## src/hw/rtl/csvp_pkg.sv

```systemverilog
// shared types, constants and error codes of the csv signed integer row parser
// no dependencies
`default_nettype none

package csvp_pkg;

    // width of a parsed value, sign included
    localparam int VALUE_BITS  = 32;
    // default number of entries in the queue between front and back
    localparam int QUEUE_DEPTH = 4;

    // characters the parser looks for
    localparam logic [7:0] CH_MINUS = 8'h2D;
    localparam logic [7:0] CH_ZERO  = 8'h30;
    localparam logic [7:0] CH_NINE  = 8'h39;
    localparam logic [7:0] CH_COMMA = 8'h2C;
    localparam logic [7:0] CH_LF    = 8'h0A;
    localparam logic [7:0] CH_CR    = 8'h0D;

    // error codes
    localparam logic [1:0] ERR_NONE    = 2'd0;
    localparam logic [1:0] ERR_EARLY   = 2'd1;
    localparam logic [1:0] ERR_NONDIG  = 2'd2;
    localparam logic [1:0] ERR_BAD_SEP = 2'd3;

    typedef struct packed {
        logic [7:0] text_byte;
        logic       line_last;
    } t_item;

    typedef struct packed {
        logic signed [VALUE_BITS-1:0] field_value;
        logic                         is_label;
        logic [1:0]                   error_code;
        logic                         line_done;
    } t_result;

    // one queue entry: the first result in full, the second one (always an
    // error with value zero and line_done set) by its code and label only
    typedef struct packed {
        t_result    first;
        logic       has_second;
        logic [1:0] second_err;
        logic       second_label;
    } t_cmd;

endpackage

`default_nettype wire

```

## src/hw/rtl/csvp_front.sv

```systemverilog
// front part: takes text beats, keeps the per-line parse state and
// turns each beat into at most one queue entry; uses csvp_pkg
`default_nettype none

module csvp_front (
    input  wire logic          i_clk,
    input  wire logic          i_rst_n,
    input  wire logic          i_in_valid,
    input  wire csvp_pkg::t_item i_in_item,
    input  wire logic          i_queue_full,
    output logic               o_accept,
    output logic               o_push,
    output csvp_pkg::t_cmd     o_cmd
);
    import csvp_pkg::*;

    localparam logic [1:0] MODE_START  = 2'd0;
    localparam logic [1:0] MODE_DIGITS = 2'd1;
    localparam logic [1:0] MODE_SKIP   = 2'd2;

    localparam int VB = VALUE_BITS;
    localparam logic [VB-2:0] MAG_MAX = '1;

    logic [1:0]    r_mode, n_mode;
    logic          r_neg, n_neg;
    logic [VB-2:0] r_mag, n_mag;
    logic          r_first, n_first;

    logic          is_digit;
    logic [3:0]    digit;
    logic [VB+2:0] ext;
    logic [VB-2:0] mag_acc;
    logic [VB-2:0] mag_val;
    logic [VB-1:0] pos_val;
    logic [VB-1:0] sgn_val;
    logic          emit;
    t_cmd          cmd;
    logic [7:0]    b;
    logic          last;

    assign b    = i_in_item.text_byte;
    assign last = i_in_item.line_last;

    // '0'..'9' carry their digit in the low nibble
    assign is_digit = (b >= CH_ZERO) && (b <= CH_NINE);
    assign digit    = b[3:0];

    // acc*10 + d with saturation at the largest magnitude
    assign ext = ({4'b0, r_mag} << 3) + ({4'b0, r_mag} << 1)
               + {{(VB-1){1'b0}}, digit};
    assign mag_acc = (ext > {4'b0, MAG_MAX}) ? MAG_MAX : ext[VB-2:0];

    // magnitude shown with the value: the updated one on a digit
    always_comb begin
        if (!is_digit) begin
            mag_val = r_mag;
        end else if (r_mode == MODE_START) begin
            mag_val = {{(VB-5){1'b0}}, digit};
        end else begin
            mag_val = mag_acc;
        end
    end

    assign pos_val = {1'b0, mag_val};
    assign sgn_val = r_neg ? ((~pos_val) + {{(VB-1){1'b0}}, 1'b1}) : pos_val;

    always_comb begin
        n_mode  = r_mode;
        n_neg   = r_neg;
        n_mag   = r_mag;
        n_first = r_first;
        emit    = 1'b0;
        cmd     = '0;
        cmd.first.is_label = r_first;
        cmd.second_label   = r_first;

        unique case (r_mode)
            MODE_START: begin
                if (b == CH_MINUS) begin
                    n_neg = !r_neg;
                    if (last) begin
                        emit = 1'b1;
                        cmd.first.error_code = ERR_EARLY;
                        cmd.first.line_done  = 1'b1;
                    end
                end else if (is_digit) begin
                    n_mag  = mag_val;
                    n_mode = MODE_DIGITS;
                    if (last) begin
                        emit = 1'b1;
                        cmd.first.field_value = sgn_val;
                        cmd.first.line_done   = 1'b1;
                    end
                end else begin
                    emit = 1'b1;
                    cmd.first.error_code = ERR_NONDIG;
                    cmd.first.line_done  = 1'b1;
                    n_mode = MODE_SKIP;
                end
            end
            MODE_DIGITS: begin
                if (is_digit) begin
                    n_mag = mag_val;
                    if (last) begin
                        emit = 1'b1;
                        cmd.first.field_value = sgn_val;
                        cmd.first.line_done   = 1'b1;
                    end
                end else if (b == CH_COMMA) begin
                    emit = 1'b1;
                    cmd.first.field_value = sgn_val;
                    n_first = 1'b0;
                    n_neg   = 1'b0;
                    n_mag   = '0;
                    n_mode  = MODE_START;
                    if (last) begin
                        // line ends right after the comma
                        cmd.has_second   = 1'b1;
                        cmd.second_err   = ERR_EARLY;
                        cmd.second_label = 1'b0;
                    end
                end else if (b == CH_LF || b == CH_CR) begin
                    emit = 1'b1;
                    cmd.first.field_value = sgn_val;
                    cmd.first.line_done   = 1'b1;
                    n_mode = MODE_SKIP;
                end else begin
                    emit = 1'b1;
                    cmd.first.field_value = sgn_val;
                    cmd.has_second = 1'b1;
                    cmd.second_err = ERR_BAD_SEP;
                    n_mode = MODE_SKIP;
                end
            end
            default: begin
                // skipping to the end of the line
            end
        endcase

        if (last) begin
            n_mode  = MODE_START;
            n_neg   = 1'b0;
            n_mag   = '0;
            n_first = 1'b1;
        end
    end

    assign o_accept = i_in_valid && !i_queue_full;
    assign o_push   = o_accept && emit;
    assign o_cmd    = cmd;

    always_ff @(posedge i_clk) begin
        if (!i_rst_n) begin
            r_mode  <= MODE_START;
            r_neg   <= 1'b0;
            r_mag   <= '0;
            r_first <= 1'b1;
        end else if (o_accept) begin
            r_mode  <= n_mode;
            r_neg   <= n_neg;
            r_mag   <= n_mag;
            r_first <= n_first;
        end
    end

endmodule

`default_nettype wire

```

## src/hw/rtl/csvp_queue.sv

```systemverilog
// short command queue between the front and the back part; uses csvp_pkg
`default_nettype none

module csvp_queue #(
    parameter int DEPTH = csvp_pkg::QUEUE_DEPTH
) (
    input  wire logic           i_clk,
    input  wire logic           i_rst_n,
    input  wire logic           i_push,
    input  wire csvp_pkg::t_cmd i_cmd,
    input  wire logic           i_pop,
    output logic                o_full,
    output logic                o_nonempty,
    output csvp_pkg::t_cmd      o_head
);
    import csvp_pkg::*;

    localparam int PTR_W = (DEPTH > 1) ? $clog2(DEPTH) : 1;
    localparam int CNT_W = $clog2(DEPTH + 1);
    localparam logic [PTR_W-1:0] PTR_LAST = PTR_W'(DEPTH - 1);
    localparam logic [CNT_W-1:0] CNT_FULL = CNT_W'(DEPTH);

    t_cmd             r_entry [DEPTH];
    logic [PTR_W-1:0] r_wr, r_rd;
    logic [CNT_W-1:0] r_cnt;

    assign o_full     = (r_cnt == CNT_FULL);
    assign o_nonempty = (r_cnt != '0);
    assign o_head     = r_entry[r_rd];

    always_ff @(posedge i_clk) begin
        if (i_push) begin
            r_entry[r_wr] <= i_cmd;
        end
    end

    always_ff @(posedge i_clk) begin
        if (!i_rst_n) begin
            r_wr  <= '0;
            r_rd  <= '0;
            r_cnt <= '0;
        end else begin
            if (i_push) begin
                r_wr <= (r_wr == PTR_LAST) ? '0 : r_wr + 1'b1;
            end
            if (i_pop) begin
                r_rd <= (r_rd == PTR_LAST) ? '0 : r_rd + 1'b1;
            end
            if (i_push && !i_pop) begin
                r_cnt <= r_cnt + 1'b1;
            end else if (!i_push && i_pop) begin
                r_cnt <= r_cnt - 1'b1;
            end
        end
    end

endmodule

`default_nettype wire

```

## src/hw/rtl/csvp_back.sv

```systemverilog
// back part: unpacks queue entries into one or two result beats held in
// an output register; uses csvp_pkg
`default_nettype none

module csvp_back (
    input  wire logic           i_clk,
    input  wire logic           i_rst_n,
    input  wire logic           i_nonempty,
    input  wire csvp_pkg::t_cmd i_head,
    output logic                o_pop,
    output logic                o_out_valid,
    output csvp_pkg::t_result   o_out_item,
    input  wire logic           i_out_stall
);
    import csvp_pkg::*;

    logic    r_valid;
    t_result r_out;
    logic    r_pend;
    logic    r_pend_label;
    logic [1:0] r_pend_err;
    logic    load;

    // output register free or being emptied this cycle
    assign load  = !r_valid || !i_out_stall;
    assign o_pop = load && !r_pend && i_nonempty;

    always_ff @(posedge i_clk) begin
        if (!i_rst_n) begin
            r_valid <= 1'b0;
            r_pend  <= 1'b0;
        end else if (load) begin
            if (r_pend) begin
                r_valid <= 1'b1;
                r_pend  <= 1'b0;
            end else begin
                r_valid <= i_nonempty;
                r_pend  <= i_nonempty && i_head.has_second;
            end
        end
    end

    always_ff @(posedge i_clk) begin
        if (load) begin
            if (r_pend) begin
                r_out.field_value <= '0;
                r_out.is_label    <= r_pend_label;
                r_out.error_code  <= r_pend_err;
                r_out.line_done   <= 1'b1;
            end else if (i_nonempty) begin
                r_out        <= i_head.first;
                r_pend_err   <= i_head.second_err;
                r_pend_label <= i_head.second_label;
            end
        end
    end

    assign o_out_valid = r_valid;
    assign o_out_item  = r_out;

endmodule

`default_nettype wire

```

## src/hw/rtl/csv_signed_integer_row_parser_unit.sv

```systemverilog
// top level of the csv signed integer row parser
// instantiates csvp_front, csvp_queue and csvp_back; uses csvp_pkg
//
// usage
// - input channel: one text byte per beat (i_in_valid / o_in_stall), with
//   line_last set on the final byte of each line
// - output channel: one parsed field or error per beat (o_out_valid /
//   i_out_stall); line_done marks the last result of a line
// - a byte's first result is written into a queue entry when the byte is
//   accepted and then loaded into the output register once the output is
//   free, where the receiver can take it
// - the input takes one byte every cycle while the queue is not full; a byte
//   yields zero, one or two results, and the output register sends one result
//   per cycle while not stalled, so a byte with two results (comma on the last
//   byte, bad separator) holds the back part until both are sent
// - the front part parses into a queue of QUEUE_DEPTH entries; o_in_stall
//   rises only when that queue is full, i.e. when the receiver has stalled
//   the output or two-result bytes have built up a backlog
// - a stalled result holds steady on o_out_item until taken
// - reset (synchronous, active low) empties the queue and the output
//   register and returns the parser to the start of a line, label expected
`default_nettype none

module csv_signed_integer_row_parser_unit #(
    parameter int QUEUE_DEPTH = csvp_pkg::QUEUE_DEPTH
) (
    input  wire logic            i_clk,
    input  wire logic            i_rst_n,
    input  wire logic            i_in_valid,
    input  wire csvp_pkg::t_item i_in_item,
    output logic                 o_in_stall,
    output logic                 o_out_valid,
    output csvp_pkg::t_result    o_out_item,
    input  wire logic            i_out_stall
);
    import csvp_pkg::*;

    // front to queue
    logic accept;
    logic push;
    t_cmd push_cmd;

    // queue status and head
    logic q_full;
    logic q_nonempty;
    t_cmd q_head;
    logic pop;

    csvp_front u_front (
        .i_clk        (i_clk),
        .i_rst_n      (i_rst_n),
        .i_in_valid   (i_in_valid),
        .i_in_item    (i_in_item),
        .i_queue_full (q_full),
        .o_accept     (accept),
        .o_push       (push),
        .o_cmd        (push_cmd)
    );

    csvp_queue #(
        .DEPTH (QUEUE_DEPTH)
    ) u_queue (
        .i_clk      (i_clk),
        .i_rst_n    (i_rst_n),
        .i_push     (push),
        .i_cmd      (push_cmd),
        .i_pop      (pop),
        .o_full     (q_full),
        .o_nonempty (q_nonempty),
        .o_head     (q_head)
    );

    csvp_back u_back (
        .i_clk       (i_clk),
        .i_rst_n     (i_rst_n),
        .i_nonempty  (q_nonempty),
        .i_head      (q_head),
        .o_pop       (pop),
        .o_out_valid (o_out_valid),
        .o_out_item  (o_out_item),
        .i_out_stall (i_out_stall)
    );

    // the input stalls only on a full queue
    assign o_in_stall = q_full;

    // an entry is only pushed on an accepted byte
    a_push_on_accept: assert property (@(posedge i_clk) disable iff (!i_rst_n)
        push |-> accept)
        else $error("queue push without an accepted byte");

    // error results carry a zero value
    a_err_zero: assert property (@(posedge i_clk) disable iff (!i_rst_n)
        (o_out_valid && o_out_item.error_code != ERR_NONE)
            |-> (o_out_item.field_value == '0))
        else $error("error result with a non-zero value");

    // every error closes its line
    a_err_done: assert property (@(posedge i_clk) disable iff (!i_rst_n)
        (o_out_valid && o_out_item.error_code != ERR_NONE)
            |-> o_out_item.line_done)
        else $error("error result without line_done");

    // nothing is shown right after reset
    a_reset_idle: assert property (@(posedge i_clk)
        $past(!i_rst_n) |-> !o_out_valid)
        else $error("output valid straight after reset");

endmodule

`default_nettype wire
```

## config.mk

```make
export PLATFORM = sky130hd
export DESIGN_NAME = csv_signed_integer_row_parser_unit
export DESIGN_NICKNAME = d
export VERILOG_FILES = /design/src/hw/rtl/csvp_pkg.sv /design/src/hw/rtl/csvp_front.sv /design/src/hw/rtl/csvp_queue.sv /design/src/hw/rtl/csvp_back.sv /design/src/hw/rtl/csv_signed_integer_row_parser_unit.sv
export SDC_FILE = /design/constraint.sdc
export NUM_CORES = 1
export LEC_CHECK = 0
export BUFFER_PORTS_ARGS = -buffer_cell sky130_fd_sc_hd__buf_2
export CAP_MARGIN = 0
export CORE_MARGIN = 2
export CORE_UTILIZATION = 30
export CTS_CLUSTER_SIZE = 25
export DETAILED_ROUTE_END_ITERATION = 8
export PLACE_DENSITY = 0.52
export SLEW_MARGIN = 10
export SYNTH_ARGS = -nofsm -noshare
export SYNTH_HDL_FRONTEND = slang
export SYNTH_SLANG_ARGS = --single-unit
```

## constraint.sdc

```tcl
create_clock -name i_clk -period 12.65 [get_ports i_clk]
set_clock_uncertainty 0.1 [all_clocks]
set_input_delay 1.8975 -clock i_clk [delete_from_list [all_inputs] [get_ports i_clk]]
set_output_delay 1.8975 -clock i_clk [all_outputs]
set_load 0.02 [all_outputs]
```

-- Word-level counts from Yosys, hierarchy flattened
Memory sizes are Yosys's and may differ from the RTL's. A register that Yosys moved wholly into a read port is not among the register bits.
Cells that the tools add are included.
- add/sub/neg operators: 7
- magnitude comparators: 3
- equality and inequality tests: 15
- mux-type cells: 58
- bitwise logic cells: 2
- reduce and logical (&&, ||, !) cells: 30
- operators with widths (cell ; number):
    $mux 31 ; 8
    $mux 32 ; 5
    $pmux 32 s2 ; 1
    $pmux 31 s2 ; 1
    $mux 36 ; 1
    $add 34x32->35 ; 1
    $add 35x4->35 ; 1
    $gt 35x31->1 const B ; 1
    $add 32x1->32 const B ; 1
    $not 31->32 ; 1
    $mux 2 ; 12
    $mux 1 ; 17
    $eq 8x4->1 const B ; 2
    $eq 8x6->1 const B ; 2
    $mux 4 ; 4
    $mux 3 ; 5
    $reduce_and 5->1 ; 2
    $ne 3x3->1 const B ; 3
    $ge 8x6->1 const B ; 1
    $le 8x6->1 const B ; 1
    $logic_and 1x1->1 ; 8
    $reduce_and 4->1 ; 2
    $reduce_bool 2->1 ; 4
    $logic_not 1->1 ; 7
    17 further kinds ; 24
- flip-flop bits (word level): 83
- bits in writable memories: 160
- input bits: 13
- output and inout bits: 38
- logic and storage cells: 131
- memories: 1
- memory list (name ; words ; bits a word ; read ports ; clocked after Yosys merged registers in ; write ports ; line ; source):
    u_queue.r_entry ; 4 ; 40 ; 1 ; 1 ; 1 ; csvp_queue.sv:23 ; t_cmd r_entry [DEPTH];

-- Depth between registers and ports, before layout
Gate-level depths: netlist of run 1.
- word-level depth: 13
- mapped depth: 24
- gate-level depth less buffers: 22

-- By module
From an unflattened synthesis of run 1, not the netlist that was laid out.
- cells, all modules: 1156
- area, all modules: 13330.3 µm²
- by module, submodules not included (module ; instances ; cells each ; area an instance (µm²) ; seq. area each (µm²)):
    csvp_queue ; 1 ; 253 ; 6276.0 ; 4984.8
    csvp_front ; 1 ; 813 ; 5506.5 ; 700.7
    csvp_back ; 1 ; 90 ; 1547.7 ; 1211.2

-- Worst setup path before layout of run 1
No wires, ideal clock.
- path type: in2reg
- start: input port i_in_item[4] (netlist name)
- end: memory u_queue.r_entry[0][38] (netlist name), data pin
- setup time: 0.183 ns
- arrival time: 6.669 ns
- required time: 12.367 ns
- setup slack: 5.698 ns
- stages: 24
- path buffers: 2
- path through: inv_1 > fa_1 > inv_1 > ha_1 > a211oi_2 > o21bai_1 > a41o_1 > o21ai_2 > mux2i_1 > a2111oi_4 > or3_1 > buf_2 > buf_2 > nand2_1 > nand2_1 > a21oi_1 > ha_1 > o211a_1 > nand3_1 > a21o_1 > nor3b_2 > nand2_1 > o31ai_2 > mux2i_1
- RTL lines (element ; line ; source):
    start: declaration ; csv_signed_integer_row_parser_unit.sv:30 ; input wire csvp_pkg::t_item i_in_item,
    end: declaration ; csvp_queue.sv:23 ;

==> reports/qor.yml, run 1 <==
die_h_um: 214.8
hold_buffers: 0
min_from: "u_queue.r_cnt[2]"
crit_required_ns: 12.80
fin_util: 0.3426
end_kind: "flip-flop"
crit_path_start: "i_in_item[4]"
leakagePower_nw: 5.204
slew_headroom: 0.2952
cp_max_fo: 7
clockRootBuffer: "clkbuf_16"
htreeDepth: 1
boundaryPins: 51
clock-sinks: 241
synth_cell_type_count: 80
track_usage: 0.1419
finalNonFillerCells: 1816
num_antenna_cells: 0
ys_warn_count: 0
fill_cells: 4412
drt-initial-drc-count: 603
seq_area_frac_synth: 0.5081
wire_per_inst_um: 18.32
peakVddDrop_mv: 0.09411
ys_async_sr_fraction: 0
antenna_found_initial: 1
synth_flop_cell: "edfxtp_1"
grt_pass1_wl_um: 52670
syn_inst: 1169
port_buffers: 50
coreArea_um2: 44030
syn_to_final_growth_pct: 13.10
setup_tns_ns: 0
reg2reg_setup_slack_ns: 6.31
clk_pin_slew_worst_paths_ns: 0.06
syn-cell-area_um2: 13340
final_antenna_net_count: 0
layout-drive-gt1-share: 0.1471
cts_tree: "yes"
powerDensity_nw_per_um2: 158.2
grt_pass1_vias: 9099
dp_cells: 1772
fin_nets: 1290
clkLatencyLatePin_ns: 0.51
start_kind: "primary input"
initial_core_util: 0.3029
avgSynthCellArea_um2: 11.41
gr-total-overflow: 0
maxSlewViolCount: 0
final.period_utilization: 0.5788
r2r_end: "u_queue.r_entry[1][30]"
hold_end: "u_queue.r_cnt[2]"
dr.pass1.iters: 4
synth_edf_count: 195
worst_pin_slew_ns: 1.057
rsz0062_at_grt: "false"
routed_wl_um: 33270
cts_resized: 0
dp_slack_ns: 4.825
grt_max_degree: 57
syn-num-nets: 1253
hold_viol_final: 0
outcome: "complete, no violations"
place.detailed.hpwl_um: 23420
drc: 0
worst-r2r-cell-count: 20
drt-vias-per-instance: 5.096
cap_violations: 0
worstSetupPathType: "in -> reg"
fin_crit_ns: 7.321
hold_class: "reg -> reg"
cts_setup_buffers: 0
finalPower_mw: 2.386
reg2reg_from: "u_front.r_mag[0]"
ys_ff_latch: 241
die_area_um2: 46160
fin_ws_ns: 5.329
die_w_um: 214.8
holdPathStages: 2
clock_path_buffers: 3
routabilityCongestion: 0.8640
cts-buffers-inserted: 24
fmax_mhz: 136.6
setup_viol: 0
vias: 9254
rows: 77
arrival_ns: 7.47
-- placed cells by master, fill, tap and decap left out, types with 12 or more instances in the layout --
cell / count
xor2_1: 18
inv_1: 23
a21oi_1: 75
nor2b_1: 64
mux4_2: 39
nor2_1: 103
and2_1: 12
a31oi_1: 14
o21ai_0: 61
buf_2: 50
edfxtp_1: 195
clkbuf_16: 25
a22oi_1: 16
dfxtp_1: 44
nor3_1: 23
nand2_1: 102
buf_4: 16
ha_1: 68
xnor2_1: 33
-- power breakdown --
group	leakage, nW	internal [mW]	switching [mW]
logic	2.76	0.236	0.325
clock network	0.408	0.460	0.288
registers	2.04	1.02	0.0543
-- state kept, by name (all words and copies together), names as in the netlist, 2 cells and up, named ones only --
name	count
u_back.o_out_item	36
u_back.r_pend_err	2
u_front.r_mag	31
u_front.r_mode	2
u_queue.r_cnt	3
u_queue.r_entry	156
u_queue.r_rd	2
u_queue.r_wr	2
-- per-stage QoR --
step                area [µm²]  hold WS, ns
detailed placement       14240       0.4183
global route             15080       0.4780
CTS                      15080       0.4308
global placement         14240       0.4161
floorplan                13340       0.3819
finish                   15080       0.4300
-- synth_stat cells, types with 5 or more instances --
| cell type | instances | area share |
|---|---|---|
| a211oi_1 | 8 | 0.0045 |
| a21boi_0 | 10 | 0.0056 |
| a21o_1 | 11 | 0.0062 |
| a21oi_1 | 76 | 0.029 |
| a22o_1 | 5 | 0.0033 |
| a22oi_1 | 16 | 0.0090 |
| a31oi_1 | 14 | 0.0066 |
| and2_1 | 16 | 0.0075 |
| and3_1 | 7 | 0.0033 |
| buf_2 | 9 | 0.0034 |
| clkbuf_1 | 40 | 0.011 |
| dfxtp_1 | 46 | 0.069 |
| edfxtp_1 | 195 | 0.44 |
| ha_1 | 68 | 0.064 |
| inv_1 | 23 | 0.0065 |
| mux2i_1 | 8 | 0.0060 |
| mux4_2 | 39 | 0.066 |
| nand2_1 | 102 | 0.029 |
| nand2b_1 | 11 | 0.0052 |
| nand3_1 | 10 | 0.0038 |
| nand4_1 | 10 | 0.0047 |
| nor2_1 | 103 | 0.029 |
| nor2b_1 | 64 | 0.030 |
| nor3_1 | 24 | 0.0090 |
| nor4_1 | 9 | 0.0042 |
| o211a_1 | 5 | 0.0038 |
| o211ai_1 | 11 | 0.0062 |
| o21a_1 | 9 | 0.0051 |
| o21ai_0 | 61 | 0.023 |
| o21ai_1 | 7 | 0.0026 |
| o31a_1 | 5 | 0.0033 |
| o31ai_1 | 8 | 0.0045 |
| or2_2 | 8 | 0.0038 |
| or3_1 | 6 | 0.0028 |
| xnor2_1 | 33 | 0.022 |
| xor2_1 | 18 | 0.012 |
-- worst max-delay path, stage by stage --
cell and delay, ns:
buf_2 0.13, inv_1 0.07, fa_1 0.52, fa_1 0.47, nand2b_1 0.18, a21oi_1 0.36
o211ai_1 0.20, a211oi_1 0.35, or4_1 0.20, nand2_1 0.15, nor4b_1 0.71, nor2_1 0.08
a21oi_1 0.24, ha_1 0.21, o211a_1 0.19, nand3_1 0.08, a21o_1 0.22, nor3b_2 0.40
nand2_1 0.18, and3_1 0.21, nor3_1 0.40
-- layer usage --
layer / wire length (µm) / vias to the layer above / track usage
met2: 14800 / 184 / 0.2239
met5: 14 / - / 0
li1: - / 4489 / -
met3: 1379 / 35 / 0.01755
met4: 475 / 2 / 0.02870
met1: 16600 / 4544 / 0.2090
-- final cells by class --
class	instances	area, µm²	area share
clock buffer	34	689.4	0.04571
inverter	23	86.33	0.005724
sequential	241	6779	0.4494
tap	592	740.7	0.04911
clock inverter	10	148.9	0.009871
multi-input combinational	850	6269	0.4156
timing repair buffer	66	370.4	0.02455
-- logic make-up (layout without fill, tap and decap cells) --
logic type,Yosys count,after routing,share of synthesized area
AND/OR/NAND/NOR,392,392,0.1484
AO/OA/AOI/OAI,285,285,0.1430
flip-flops,241,241,0.5081
buffers and inverters,78,133,0.02345
adder cells (fa/ha/maj),71,71,0.06830
XOR/XNOR,51,51,0.03349
multiplexers,51,51,0.07524
-- worst max-delay path by stage --
stage | to | slack [ns] | cells past startpoint
after floorplan | u_queue.r_entry[0][38] | 5.70 | 24
after global placement | u_queue.r_entry[0][38] | 5.01 | 21
after detailed placement | u_queue.r_entry[3][30] | 4.83 | 21
after CTS | u_queue.r_entry[1][30] | 5.34 | 21
after global routing | u_queue.r_entry[1][30] | 4.94 | 22
final | u_queue.r_entry[1][30] | 5.33 | 21
Note: power is estimated with default switching activity, not from simulation.
==> run 2: changes to the inputs <==
clock period = 7.05 ns   (was 12.65 ns; I/O delays follow)
==> reports/qor.yml, run 2 (synthesis gave the netlist of run 1 again) <==
hold_viol_final: 0
peakVddDrop_mv: 0.2008
htreeDepth: 1
cts_tree: "yes"
powerDensity_nw_per_um2: 282.4
fmax_mhz: 157.6
holdPathStages: 2
clock-sinks: 241
clockRootBuffer: "clkbuf_16"
grt_pass1_wl_um: 52360
initial_core_util: 0.3029
hold_buffers: 0
die_h_um: 214.8
clk_pin_slew_worst_paths_ns: 0.06
rows: 77
dr.pass1.iters: 5
port_buffers: 50
mostFrequentLayoutCells: "edfxtp_1, nor2_1, nand2_1"
fill_cells: 4380
gr-total-overflow: 0
cts_setup_buffers: 0
routabilityCongestion: 0.9151
multi_input_area_um2: 6269
fin_nets: 1293
cts-buffers-inserted: 25
syn_to_final_growth_pct: 13.13
slew_headroom: 0.3334
num_antenna_cells: 0
die_w_um: 214.8
end_kind: "flip-flop"
worst_pin_slew_ns: 0.9945
clkLatencyLatePin_ns: 0.53
crit_end: "u_queue.r_entry[1][38]"
leakagePower_nw: 5.213
drc: 0
regMostFlops: "u_queue.r_entry"
crit_required_ns: 7.26
layout-drive-gt1-share: 0.1547
finalPower_mw: 4.261
reg2reg_setup_slack_ns: 0.88
cts_resized: 0
wire_per_inst_um: 18.25
drt-vias-per-instance: 5.105
reg2reg_from: "u_front.r_mag[0]"
boundaryPins: 51
cap_violations: 0
arrival_ns: 6.55
maxSlewViolCount: 0
grt_max_degree: 45
regArea_um2: 6779
antenna_found_initial: 0
worst-r2r-cell-count: 20
grt_pass1_vias: 9096
coreArea_um2: 44030
r2r_end: "u_queue.r_entry[1][38]"
drt-initial-drc-count: 721
setup_tns_ns: 0
vias: 9291
outcome: "complete, no violations"
fin_crit_ns: 6.343
worstSetupPathType: "in -> reg"
final_antenna_net_count: 0
layout_commonest_cell: "edfxtp_1"
cp_max_fo: 7
hold_class: "reg -> reg"
routed_wl_um: 33220
dpl-instance-area_um2: 14260
track_usage: 0.1414
largest_reg_flops: 156
die_area_um2: 46160
crit_path_start: "i_in_item[4]"
rsz0062_at_grt: "false"
fin_area_um2: 15090
fin_util: 0.3427
start_kind: "primary input"
final.period_utilization: 0.8998
place.detailed.hpwl_um: 23430
clock_path_buffers: 3
setup_viol: 0
## run 2: where the power goes
part	total, mW	switching [mW]	internal, mW
Sequential	1.90	0.0629	1.84
Clock	1.32	0.551	0.766
Combinational	1.05	0.621	0.424
## run 2: critical path, cell delays in order
cell and delay (ns):
buf_2 0.14, inv_1 0.07, fa_1 0.53, fa_1 0.46, nand2b_1 0.17, a21oi_1 0.31, o211ai_1 0.21, a211oi_1 0.34
or4_1 0.21, nand2_1 0.16, nor4b_1 0.65, nor2_1 0.08, a21oi_1 0.21, ha_1 0.20, o211a_1 0.20, nand3_1 0.09
a21o_1 0.23, nor3b_2 0.42, nand2_1 0.18, o31ai_2 0.30, mux2i_1 0.33
## run 2: per-layer routing
layer  GRT usage  up-vias  part of all wire
met3     0.01331       39             0.043
met2      0.2301      231              0.46
met4     0.03356        0             0.019
met5           0        -                 0
met1      0.2032     4526              0.48
li1            -     4495                 -
## run 2: worst min-delay path by stage
stage	to	from	slack, ns
6_report	u_queue.r_cnt[2]	u_queue.r_cnt[2]	0.45
5_1_grt	u_queue.r_cnt[2]	u_queue.r_cnt[2]	0.46
4_1_cts	u_queue.r_cnt[2]	u_queue.r_cnt[2]	0.44
2_1_floorplan	u_queue.r_entry[0][7]	u_front.r_first	0.38
3_5_place_dp	u_queue.r_cnt[2]	u_queue.r_cnt[2]	0.43
3_3_place_gp	u_queue.r_cnt[2]	u_queue.r_cnt[2]	0.42
## run 2: final cells by class
class	count	share of cell area
clock buffers	26	0.04171
clock inverters	20	0.01310
inverters	23	0.005722
multi-input cells	850	0.4155
flip-flops and latches	241	0.4493
well taps	592	0.04910
repair buffers	68	0.02554
## run 2: through the flow
stage          setup slack, ns  cells  hold WS (ns)
4_1_cts                 0.7628   1820        0.4448
5_1_grt                0.07551   1820        0.4636
2_1_floorplan           0.9380   1169        0.3819
3_3_place_gp            0.3041   1774        0.4162
6_report                0.7066   1820        0.4457
3_5_place_dp            0.2683   1774        0.4345
